--- src/lss_pkg.sv ---
// Shared types and constants for the LIFO stack with search.
// No dependencies; every other file of the block imports this package.
package lss_pkg;

    // Stack geometry
    localparam int DEPTH  = 32;
    localparam int ADDR_W = (DEPTH > 1) ? $clog2(DEPTH) : 1;
    localparam int CNT_W  = $clog2(DEPTH + 1);
    localparam int WORD_W = 32;

    // Operation codes carried in the kind field
    localparam logic [2:0] KIND_PUSH   = 3'd0;
    localparam logic [2:0] KIND_POP    = 3'd1;
    localparam logic [2:0] KIND_PEEK   = 3'd2;
    localparam logic [2:0] KIND_SEARCH = 3'd3;
    localparam logic [2:0] KIND_DUMP   = 3'd4;

    // Result status codes
    localparam logic [1:0] STATUS_OK    = 2'd0;
    localparam logic [1:0] STATUS_EMPTY = 2'd1;
    localparam logic [1:0] STATUS_FULL  = 2'd2;

    // Memory access request from the sequencer to the entry RAM
    typedef struct packed {
        logic                     wr_en;
        logic [ADDR_W-1:0]        wr_addr;
        logic signed [WORD_W-1:0] wr_data;
        logic                     rd_en;
        logic [ADDR_W-1:0]        rd_addr;
    } lss_mem_req_t;

    // One result item
    typedef struct packed {
        logic [1:0]               status;
        logic signed [WORD_W-1:0] data;
        logic                     found;
        logic                     last;
    } lss_result_t;

endpackage

--- src/lifo_stack_with_search_core.sv ---
// Top level of the LIFO stack with search.
// Depends on lss_pkg, lss_ram, lss_ctrl and lss_out_reg.
//
// Usage:
//   Input channel (in_valid/in_ready, kind, value) takes one operation per
//   transfer: push, pop, peek, search or dump. Codes 5 to 7 are dropped with
//   no result. Output channel (out_valid/out_ready, status, data, found,
//   last) carries result items; last marks the final result of an operation.
//   Search compares one entry per cycle; dump emits one entry per cycle
//   while the output register is free. Both rates come from the single
//   read port of the entry RAM, which the sequencer walks one address at a
//   time. A new operation is accepted once the previous one has placed its
//   final result in the output register.
//   Reset clears the fill count and the output register's valid flag; entries
//   need no clearing since only entries below the fill count are read.
//   When the receiver stalls, the result holds in the output register and a
//   dump pauses its walk until the slot frees.
module lifo_stack_with_search_core
    import lss_pkg::*;
(
    input  logic                     clk,
    input  logic                     rst_n,
    input  logic                     in_valid,
    output logic                     in_ready,
    input  logic [2:0]               kind,
    input  logic signed [WORD_W-1:0] value,
    output logic                     out_valid,
    input  logic                     out_ready,
    output logic [1:0]               status,
    output logic signed [WORD_W-1:0] data,
    output logic                     found,
    output logic                     last
);

    lss_mem_req_t             mem_req;
    logic signed [WORD_W-1:0] rd_data;
    logic                     out_free;
    logic                     out_load;
    lss_result_t              out_result;

    // Entry storage
    lss_ram u_ram (
        .clk     (clk),
        .req     (mem_req),
        .rd_data (rd_data)
    );

    // Operation sequencer
    lss_ctrl u_ctrl (
        .clk        (clk),
        .rst_n      (rst_n),
        .in_valid   (in_valid),
        .in_ready   (in_ready),
        .kind       (kind),
        .value      (value),
        .mem_req    (mem_req),
        .rd_data    (rd_data),
        .out_free   (out_free),
        .out_load   (out_load),
        .out_result (out_result)
    );

    // Result output register
    lss_out_reg u_out (
        .clk       (clk),
        .rst_n     (rst_n),
        .load      (out_load),
        .result    (out_result),
        .free      (out_free),
        .out_valid (out_valid),
        .out_ready (out_ready),
        .status    (status),
        .data      (data),
        .found     (found),
        .last      (last)
    );

endmodule

--- src/lss_ram.sv ---
// Entry storage: one write port and one read port with registered read data.
// Depends on lss_pkg for geometry and the request struct.
module lss_ram
    import lss_pkg::*;
(
    input  logic                     clk,
    input  lss_mem_req_t             req,
    output logic signed [WORD_W-1:0] rd_data
);

    logic signed [WORD_W-1:0] mem [DEPTH];
    logic signed [WORD_W-1:0] rd_data_reg;

    // Write the pushed word
    always_ff @(posedge clk)
    begin
        if (req.wr_en)
        begin
            mem[req.wr_addr] <= req.wr_data;
        end
    end

    // Read one entry; hold the last word while no read is issued
    always_ff @(posedge clk)
    begin
        if (req.rd_en)
        begin
            rd_data_reg <= mem[req.rd_addr];
        end
    end

    assign rd_data = rd_data_reg;

endmodule

--- src/lss_out_reg.sv ---
// Output register stage: holds one result item until the receiver takes it.
// Depends on lss_pkg for the result struct.
module lss_out_reg
    import lss_pkg::*;
(
    input  logic                     clk,
    input  logic                     rst_n,
    input  logic                     load,
    input  lss_result_t              result,
    output logic                     free,
    output logic                     out_valid,
    input  logic                     out_ready,
    output logic [1:0]               status,
    output logic signed [WORD_W-1:0] data,
    output logic                     found,
    output logic                     last
);

    logic        valid_reg;
    lss_result_t result_reg;

    // A new result may enter when the slot is empty or drains this cycle
    assign free = !valid_reg || out_ready;

    // Track occupancy of the slot
    always_ff @(posedge clk or negedge rst_n)
    begin
        if (!rst_n)
        begin
            valid_reg <= 1'b0;
        end
        else if (load)
        begin
            valid_reg <= 1'b1;
        end
        else if (out_ready)
        begin
            valid_reg <= 1'b0;
        end
    end

    // Capture the payload
    always_ff @(posedge clk)
    begin
        if (load)
        begin
            result_reg <= result;
        end
    end

    assign out_valid = valid_reg;
    assign status    = result_reg.status;
    assign data      = result_reg.data;
    assign found     = result_reg.found;
    assign last      = result_reg.last;

endmodule

--- src/lss_ctrl.sv ---
// Sequencer: decodes operations, keeps the fill count and walks the entry RAM.
// Depends on lss_pkg; drives lss_ram requests and loads lss_out_reg.
module lss_ctrl
    import lss_pkg::*;
(
    input  logic                     clk,
    input  logic                     rst_n,
    input  logic                     in_valid,
    output logic                     in_ready,
    input  logic [2:0]               kind,
    input  logic signed [WORD_W-1:0] value,
    output lss_mem_req_t             mem_req,
    input  logic signed [WORD_W-1:0] rd_data,
    input  logic                     out_free,
    output logic                     out_load,
    output lss_result_t              out_result
);

    typedef enum logic [2:0] {
        ST_IDLE,
        ST_RESP,
        ST_RDATA,
        ST_SCAN,
        ST_DUMP
    } state_t;

    state_t                   state_reg, state_next;
    logic [CNT_W-1:0]         fill_reg, fill_next;
    logic [ADDR_W-1:0]        ptr_reg, ptr_next;
    logic signed [WORD_W-1:0] value_reg, value_next;
    logic                     hit_reg, hit_next;
    logic [1:0]               resp_status_reg, resp_status_next;
    logic                     resp_found_reg, resp_found_next;

    logic              is_empty;
    logic              is_full;
    logic [ADDR_W-1:0] top_addr;
    logic              hit_now;
    logic              accept;

    assign is_empty = (fill_reg == '0);
    assign is_full  = (fill_reg == CNT_W'(DEPTH));
    assign top_addr = ADDR_W'(fill_reg - CNT_W'(1));
    assign hit_now  = hit_reg || (rd_data == value_reg);
    assign in_ready = (state_reg == ST_IDLE);
    assign accept   = in_valid && in_ready;

    // Next-state logic
    always_comb
    begin
        state_next       = state_reg;
        fill_next        = fill_reg;
        ptr_next         = ptr_reg;
        value_next       = value_reg;
        hit_next         = hit_reg;
        resp_status_next = resp_status_reg;
        resp_found_next  = resp_found_reg;
        mem_req          = '0;
        out_load         = 1'b0;
        out_result       = '0;

        case (state_reg)
            ST_IDLE:
            begin
                if (accept)
                begin
                    resp_found_next = 1'b0;
                    case (kind)
                        KIND_PUSH:
                        begin
                            state_next = ST_RESP;
                            if (is_full)
                            begin
                                resp_status_next = STATUS_FULL;
                            end
                            else
                            begin
                                resp_status_next = STATUS_OK;
                                mem_req.wr_en    = 1'b1;
                                mem_req.wr_addr  = ADDR_W'(fill_reg);
                                mem_req.wr_data  = value;
                                fill_next        = fill_reg + CNT_W'(1);
                            end
                        end
                        KIND_POP, KIND_PEEK:
                        begin
                            if (is_empty)
                            begin
                                resp_status_next = STATUS_EMPTY;
                                state_next       = ST_RESP;
                            end
                            else
                            begin
                                mem_req.rd_en   = 1'b1;
                                mem_req.rd_addr = top_addr;
                                state_next      = ST_RDATA;
                                if (kind == KIND_POP)
                                begin
                                    fill_next = fill_reg - CNT_W'(1);
                                end
                            end
                        end
                        KIND_SEARCH:
                        begin
                            if (is_empty)
                            begin
                                resp_status_next = STATUS_EMPTY;
                                state_next       = ST_RESP;
                            end
                            else
                            begin
                                mem_req.rd_en   = 1'b1;
                                mem_req.rd_addr = '0;
                                ptr_next        = '0;
                                hit_next        = 1'b0;
                                value_next      = value;
                                state_next      = ST_SCAN;
                            end
                        end
                        KIND_DUMP:
                        begin
                            if (is_empty)
                            begin
                                resp_status_next = STATUS_EMPTY;
                                state_next       = ST_RESP;
                            end
                            else
                            begin
                                mem_req.rd_en   = 1'b1;
                                mem_req.rd_addr = top_addr;
                                ptr_next        = top_addr;
                                state_next      = ST_DUMP;
                            end
                        end
                        default:
                        begin
                            // Unused codes: drop the item
                            state_next = ST_IDLE;
                        end
                    endcase
                end
            end

            // Emit a single status-only result
            ST_RESP:
            begin
                if (out_free)
                begin
                    out_load          = 1'b1;
                    out_result.status = resp_status_reg;
                    out_result.found  = resp_found_reg;
                    out_result.last   = 1'b1;
                    state_next        = ST_IDLE;
                end
            end

            // Emit the popped or peeked word
            ST_RDATA:
            begin
                if (out_free)
                begin
                    out_load          = 1'b1;
                    out_result.status = STATUS_OK;
                    out_result.data   = rd_data;
                    out_result.last   = 1'b1;
                    state_next        = ST_IDLE;
                end
            end

            // Compare one entry a cycle from the bottom up
            ST_SCAN:
            begin
                if (ptr_reg == top_addr)
                begin
                    resp_status_next = STATUS_OK;
                    resp_found_next  = hit_now;
                    state_next       = ST_RESP;
                end
                else
                begin
                    mem_req.rd_en   = 1'b1;
                    mem_req.rd_addr = ptr_reg + ADDR_W'(1);
                    ptr_next        = ptr_reg + ADDR_W'(1);
                    hit_next        = hit_now;
                end
            end

            // Emit entries top to bottom; stall the walk while the output is full
            ST_DUMP:
            begin
                if (out_free)
                begin
                    out_load          = 1'b1;
                    out_result.status = STATUS_OK;
                    out_result.data   = rd_data;
                    out_result.last   = (ptr_reg == '0);
                    if (ptr_reg == '0)
                    begin
                        state_next = ST_IDLE;
                    end
                    else
                    begin
                        mem_req.rd_en   = 1'b1;
                        mem_req.rd_addr = ptr_reg - ADDR_W'(1);
                        ptr_next        = ptr_reg - ADDR_W'(1);
                    end
                end
            end

            default:
            begin
                state_next = ST_IDLE;
            end
        endcase
    end

    // Hold state and sequencer registers
    always_ff @(posedge clk or negedge rst_n)
    begin
        if (!rst_n)
        begin
            state_reg       <= ST_IDLE;
            fill_reg        <= '0;
            ptr_reg         <= '0;
            hit_reg         <= 1'b0;
            resp_status_reg <= STATUS_OK;
            resp_found_reg  <= 1'b0;
            value_reg       <= '0;
        end
        else
        begin
            state_reg       <= state_next;
            fill_reg        <= fill_next;
            ptr_reg         <= ptr_next;
            hit_reg         <= hit_next;
            resp_status_reg <= resp_status_next;
            resp_found_reg  <= resp_found_next;
            value_reg       <= value_next;
        end
    end

endmodule

--- config.mk ---
export PLATFORM = sky130hd
export DESIGN_NAME = lifo_stack_with_search_core
export DESIGN_NICKNAME = d
export VERILOG_FILES = /design/src/lss_pkg.sv /design/src/lifo_stack_with_search_core.sv /design/src/lss_ram.sv /design/src/lss_out_reg.sv /design/src/lss_ctrl.sv
export SDC_FILE = /design/constraint.sdc
export NUM_CORES = 1
export LEC_CHECK = 0
export BUFFER_PORTS_ARGS = -buffer_cell sky130_fd_sc_hd__buf_4
export CAP_MARGIN = 20
export CORE_MARGIN = 2
export CORE_UTILIZATION = 49
export CTS_CLUSTER_SIZE = 30
export DETAILED_ROUTE_END_ITERATION = 12
export PLACE_DENSITY = 0.77
export SETUP_SLACK_MARGIN = 0.5
export SYNTH_ARGS = -nofsm -noshare
export SYNTH_HDL_FRONTEND = slang
export SYNTH_SLANG_ARGS = --single-unit
--- constraint.sdc ---
create_clock -name clk -period 7 [get_ports clk]
set_clock_uncertainty 0.1 [all_clocks]
set_input_delay 0.7 -clock clk [delete_from_list [all_inputs] [get_ports clk]]
set_output_delay 0.7 -clock clk [all_outputs]
set_load 0.02 [all_outputs]
Word level (Yosys, flattened, before mapping)
Memory sizes are Yosys's and may differ from the RTL's. A register that Yosys moved wholly into a read port is not among the register bits.
Index checks and enable logic that the tools add are counted.
Storage, ports and cells
  logic and storage cells: 131
  bits in writable memories: 1024
  bits of input ports: 39
  memories: 1
  output and inout port bits: 38
  register bits: 87
Memories
  u_ram.mem: words 32, width 32, rd ports 1, clocked after Yosys merged registers in 1, wr ports 1, RTL line lss_ram.sv:11  | logic signed [WORD_W-1:0] mem [DEPTH];
Cells by class
  add/sub/neg operators: 4
  muxes and demuxes: 58
  bitwise operators: 1
  reduce and logical (&&, ||, !) cells: 27
  equal/unequal tests: 28
Operator list (count)
  $mux 38: 3
  $mux 6: 8
  $mux 44: 1
  $eq 32x32->1: 1
  $mux 5: 6
  $pmux 3 s4: 2
  $pmux 6 s2: 2
  $mux 3: 6
  $pmux 6 s3: 1
  $ne 2x2->1 const B: 8
  $ne 3x3->1 const B: 5
  $pmux 5 s3: 1
  $reduce_and 5->1: 3
  $mux 1: 14
  $mux 2: 7
  $eq 3x2->1 const B: 4
  $pmux 2 s2: 3
  $pmux 5 s2: 1
  $ne 2x1->1 const B: 4
  $reduce_and 8->1: 1
  $add 6x1->6 const B: 1
  $eq 3x1->1 const B: 2
  $eq 3x3->1 const B: 2
  $eq 6x6->1 const B: 1
  other kinds (22): 31

Logic depth before layout (Yosys ltp)
  word-level depth: 7
  depth in mapped cells: 16
  mapped depth without buffers: 11

Modules after synthesis
A second synthesis with hierarchy kept.
Unflattened totals
  cell total of the unflattened synthesis: 2695
  area total of the unflattened synthesis: 45578.7 µm²
Modules (own cells, without submodules)
  lss_ram: cells each 2260, sequential area each 31710.4 µm², area each 40812.9 µm², times used 1
  lss_ctrl: cells each 396, sequential area each 1251.2 µm², area each 3637.2 µm², times used 1
  lss_out_reg: cells each 39, sequential area each 1106.1 µm², area each 1128.6 µm², times used 1

Worst setup path before layout
No wires, ideal clock.
  path kind: in2reg
  start point: in in_valid
  end point: reg u_ram.rd_data_reg[0] (netlist: u_ram.rd_data[0]), read port of u_ram.mem (enable)
  library setup time: 0.466 ns
  slack: 2.652 ns
  cell stages on the path: 4
  data arrival time: 3.783 ns
  data required time: 6.434 ns
  path buffers: 1
  cell sequence: or4b_1 clkbuf_1 a21o_1 o21ai_0
RTL lines
  start: declaration: RTL line lifo_stack_with_search_core.sv:23  | input logic in_valid,
  end: declaration: RTL line lss_ram.sv:12  | logic signed [WORD_W-1:0] rd_data_reg;

Worst setup path after layout
  start point: reg u_ctrl.fill_reg[0]
  end point: reg u_ram.rd_data_reg[16] (netlist: u_ram.rd_data[16]), read port of u_ram.mem (data pin)
On the way
  longest elaborated chain between the ends: 5
  elaborated cells on any way between the ends: 9
  classes of those cells: add/sub (1); eq/ne (1); mux (6); reduce/logical (1)
Ends and longest elaborated chain
  start: declaration: RTL line lss_ctrl.sv:28  | logic [CNT_W-1:0] fill_reg, fill_next;
  start signal: assignment: RTL line lss_ctrl.sv:233  | fill_reg <= fill_next;
  $sub 6x1->6 or $logic_not 6->1 (tied branches): RTL line lss_ctrl.sv:43, lss_ctrl.sv:41
  $mux 6, on equally long branches: RTL line lss_ctrl.sv:87, lss_ctrl.sv:122, lss_ctrl.sv:105
  $pmux 6 s2: RTL line lss_ctrl.sv:68  | case (kind)
  $mux 44: RTL line lss_ctrl.sv:65  | if (accept)
  $pmux 6 s3 (*): RTL line lss_ctrl.sv:62  | case (state_reg)
Every way passes the cells marked *; elsewhere a longest branch is shown, timed or not.
A chain may end at the register's enable or synchronous reset.

==> flow_summary.yaml <==
power_and_ir_drop:
  pwr-share-clk: 0.298
  p_sw_mw: 6.71
  combPwrFrac: 0.279
  p_per_area_nw_per_um2: 379
  internal_power_mw: 13.2
  p_leak_nw: 18.4
  swShare: 0.337
  seq_power_share: 0.423
  ir_worst_vdd_v: 0.000312
routing:
  drtPass1Iterations: 9
  wire_per_inst_um: 27.3
  route.vias.total: 30800
  drtIter0Drc: 4637
  ant_nets: 0
  viasPerCell: 6.36
  routed_wl_mm: 132
  drc_errors: 0
place:
  pre_cts_slack_ps: 1850
  dpl.hpwl_mm: 71.2
  placed_cell_area_sq_um: 48600
  numPortBuffers: 76
  gp_congestion: 0.875
  placedCellCount: 4615
min_path:
  whs_path_depth: 2
  hp-class: "input pin to register"
  min_to: "u_ctrl.value_reg[18]$_DFFE_PN0P_"
  hp-start: "value[18]"
final_layout:
  drive_above_1_share: 0.117
  regMostFlops: "u_ram.mem"
  nFillCells: 6997
  final_cells: 4835
  final_nets: 3528
  largest_reg_flops: 1024
  postLayoutCellArea_sq_um: 52500
  final_common_cell: "edfxtp_1"
  area_growth_pct: 13.2
  final_cell_mix: "edfxtp_1, nand2_1, nand3_1"
floorplan:
  coreArea_sq_um: 93600
  die-area_sq_um: 97100
  die_y_um: 312
  rows: 112
  initial_core_util: 0.495
  io_pins: 77
  die_x_um: 312
timing:
  rsz0062_at_grt: "false"
  fin_setup_tns_ps: 0
  period_needed_ps: 5230
  worst_pin_slew_ps: 1160
  max-slew-margin-rel: 0.222
  slew_viol_final: 0
  fmax_ghz: 0.191
  min_period_over_period: 0.747
  setup_ws_ps: 1770
  setup_viol: 0
  hold_violations: 0
cts:
  cts-root-buf: "clkbuf_16"
  clk_latency_ps: 690
  cts.path.max_buffers: 3
  cts_tree: "done"
  htree_num_levels: 3
  path_clk_slew_ps: 60
  cts_setup_buffers: 0
  clkSinkCount: 1143
  cts_buffers: 107
synthesis:
  synth-simple-area-share: 0.140
  synth_seq_cells: 1143
  syn_area_per_cell_sq_um: 13.5
  synth_top_family_by_area: "simple AND/OR/NAND/NOR gates"
  synthXorXnorAreaFrac: 0.0102
  synth_nets: 3482
  synth_top_area_frac: 0.707
  synth-adder-area-share: 0.00156
  yosysTopAreaCell: "edfxtp_1"
  yosys-top-cells-area: "edfxtp_1, nand2_1, dfrtp_1"
  muxShareOfSynthArea: 0.0202
  synth_area_sq_um: 46400
  synthArstFlopShare: 0.0446
  ys_types: 71
  syn_inst: 3438
  synth_edf_count: 1092
  ys_warn_count: 0
  ys_seq_area_frac: 0.735
  synth-compound-area-share: 0.0714
  synth_flop_cell: "edfxtp_1"
critical_path:
  end_kind: "register"
  crit_fanout: 60
  crit_required_ps: 7420
  rr_worst_depth: 12
  r2r_setup_slack_ps: 1770
  critPathLaunchType: "register"
  rr_endpoint: "u_ram.rd_data[16]$_DFFE_PP_"
  rr_startpoint: "u_ctrl.fill_reg[0]$_DFFE_PN0P_"
  worstSetupPathType: "register to register"
  worstPathArrival_ps: 5650
global_routing:
  overflow: 0
  grt_pass1_wl_mm: 190
  antenna_found_initial: 6
  first_global_vias: 29300
  grt_max_degree: 143
  groute.usage.overall: 0.265
job:
  maxCapViolCount: 0
run_status:
  status: "finished clean"
-- power groups by stage --
| stage | Sequential, mW | Clock [mW] | Combinational [mW] |
|---|---|---|---|
| 2_1_floorplan | 8.46 | 0 | 3.51 |
| 3_3_place_gp | 8.53 | 0 | 5.24 |
| 3_5_place_dp | 8.54 | 0 | 5.36 |
| 4_1_cts | 8.40 | 5.94 | 5.42 |
| 5_1_grt | 8.45 | 6.21 | 5.86 |
| 6_report | 8.42 | 5.93 | 5.55 |
-- how the worst max path moves through the flow --
stage / cells past startpoint / startpoint / endpoint
global route: 12 / u_ctrl.fill_reg[0]$_DFFE_PN0P_ / u_ram.rd_data[16]$_DFFE_PP_
detailed placement: 12 / u_ctrl.fill_reg[0]$_DFFE_PN0P_ / u_ram.rd_data[16]$_DFFE_PP_
global placement: 12 / u_ctrl.fill_reg[0]$_DFFE_PN0P_ / u_ram.rd_data[26]$_DFFE_PP_
floorplan: 4 / in_valid / u_ram.rd_data[0]$_DFFE_PP_
finish: 12 / u_ctrl.fill_reg[0]$_DFFE_PN0P_ / u_ram.rd_data[16]$_DFFE_PP_
CTS: 12 / u_ctrl.fill_reg[0]$_DFFE_PN0P_ / u_ram.rd_data[16]$_DFFE_PP_
-- per-layer routing --
layer | wire [um] | track usage | vias up
met1 | 45800 | 0.337 | 15100
met3 | 18200 | 0.0713 | 424
met4 | 7140 | 0.146 | 0
li1 | - | - | 13000
met2 | 60900 | 0.413 | 2281
met5 | 0 | 0 | -
-- critical path, stage by stage (launching register included) --
cell	delay [ps]
dfrtp_1	490
inv_1	190
ha_1	300
xor2_1	180
o221a_2	280
o21ai_1	390
a311o_2	800
and2_4	860
buf_4	450
mux2_1	360
a222oi_1	260
o211ai_1	180
a32oi_1	170
-- Yosys cell counts (4+ instances only) --
cell type / n
a2bb2oi_1: 5
nand3_1: 244
nand3b_1: 26
a221o_1: 24
a22oi_1: 8
a21oi_1: 83
a32o_1: 4
buf_1: 15
edfxtp_1: 1092
and3_1: 117
o22ai_1: 4
dfrtp_1: 51
o2111ai_1: 4
buf_2: 70
o21ai_0: 14
buf_6: 6
and2_1: 40
nor3_1: 20
nor2_1: 89
a32oi_1: 54
ha_1: 5
xnor2_1: 45
a211oi_1: 88
nand2b_1: 4
a41o_1: 4
a31oi_1: 132
o211ai_1: 12
nand4_1: 19
xor2_1: 9
mux2i_1: 44
a222oi_1: 4
clkbuf_1: 133
inv_1: 8
buf_4: 5
o31ai_1: 4
nand2_1: 840
mux2_2: 41
nand4b_1: 24
-- kinds of logic (layout without fill, tap and decap cells) --
logic type	count (synthesis)	count (layout)
and+or+nand+nor	1441	1441
DFF	1143	1143
AOI/OAI and AO/OA	469	469
buffers and inverters	237	376
muxes	88	88
xor gates and xnor gates	54	54
adders and majority gates	6	6
other	0	4
-- stage by stage --
step / hold slack, ps / power (mW) / util
3_5_place_dp: 397 / 13.9 / 0.519
6_report: 158 / 19.9 / 0.561
3_3_place_gp: 384 / 13.8 / 0.519
4_1_cts: 135 / 19.8 / 0.557
5_1_grt: 150 / 20.5 / 0.561
2_1_floorplan: 304 / 12.0 / -
-- area by class of cell --
type                    count  area, sq um  share of cell area
diodes                      4         10.0            0.000191
clock buffers             140         2950              0.0561
clock inverters            62          643              0.0123
inverters                   8         30.0            0.000572
multi-input cells        2058        11600               0.221
flip-flops and latches   1143        34100               0.649
well taps                1254         1570              0.0299
repair buffers            166         1610              0.0307
-- timing repair --
action / 4_1_cts / 5_1_grt
hold endpoints to repair: 47 / 0
gates resized for setup: 0 / 0
hold buffers: 1 / 0
(Power assumes the default switching activity.)
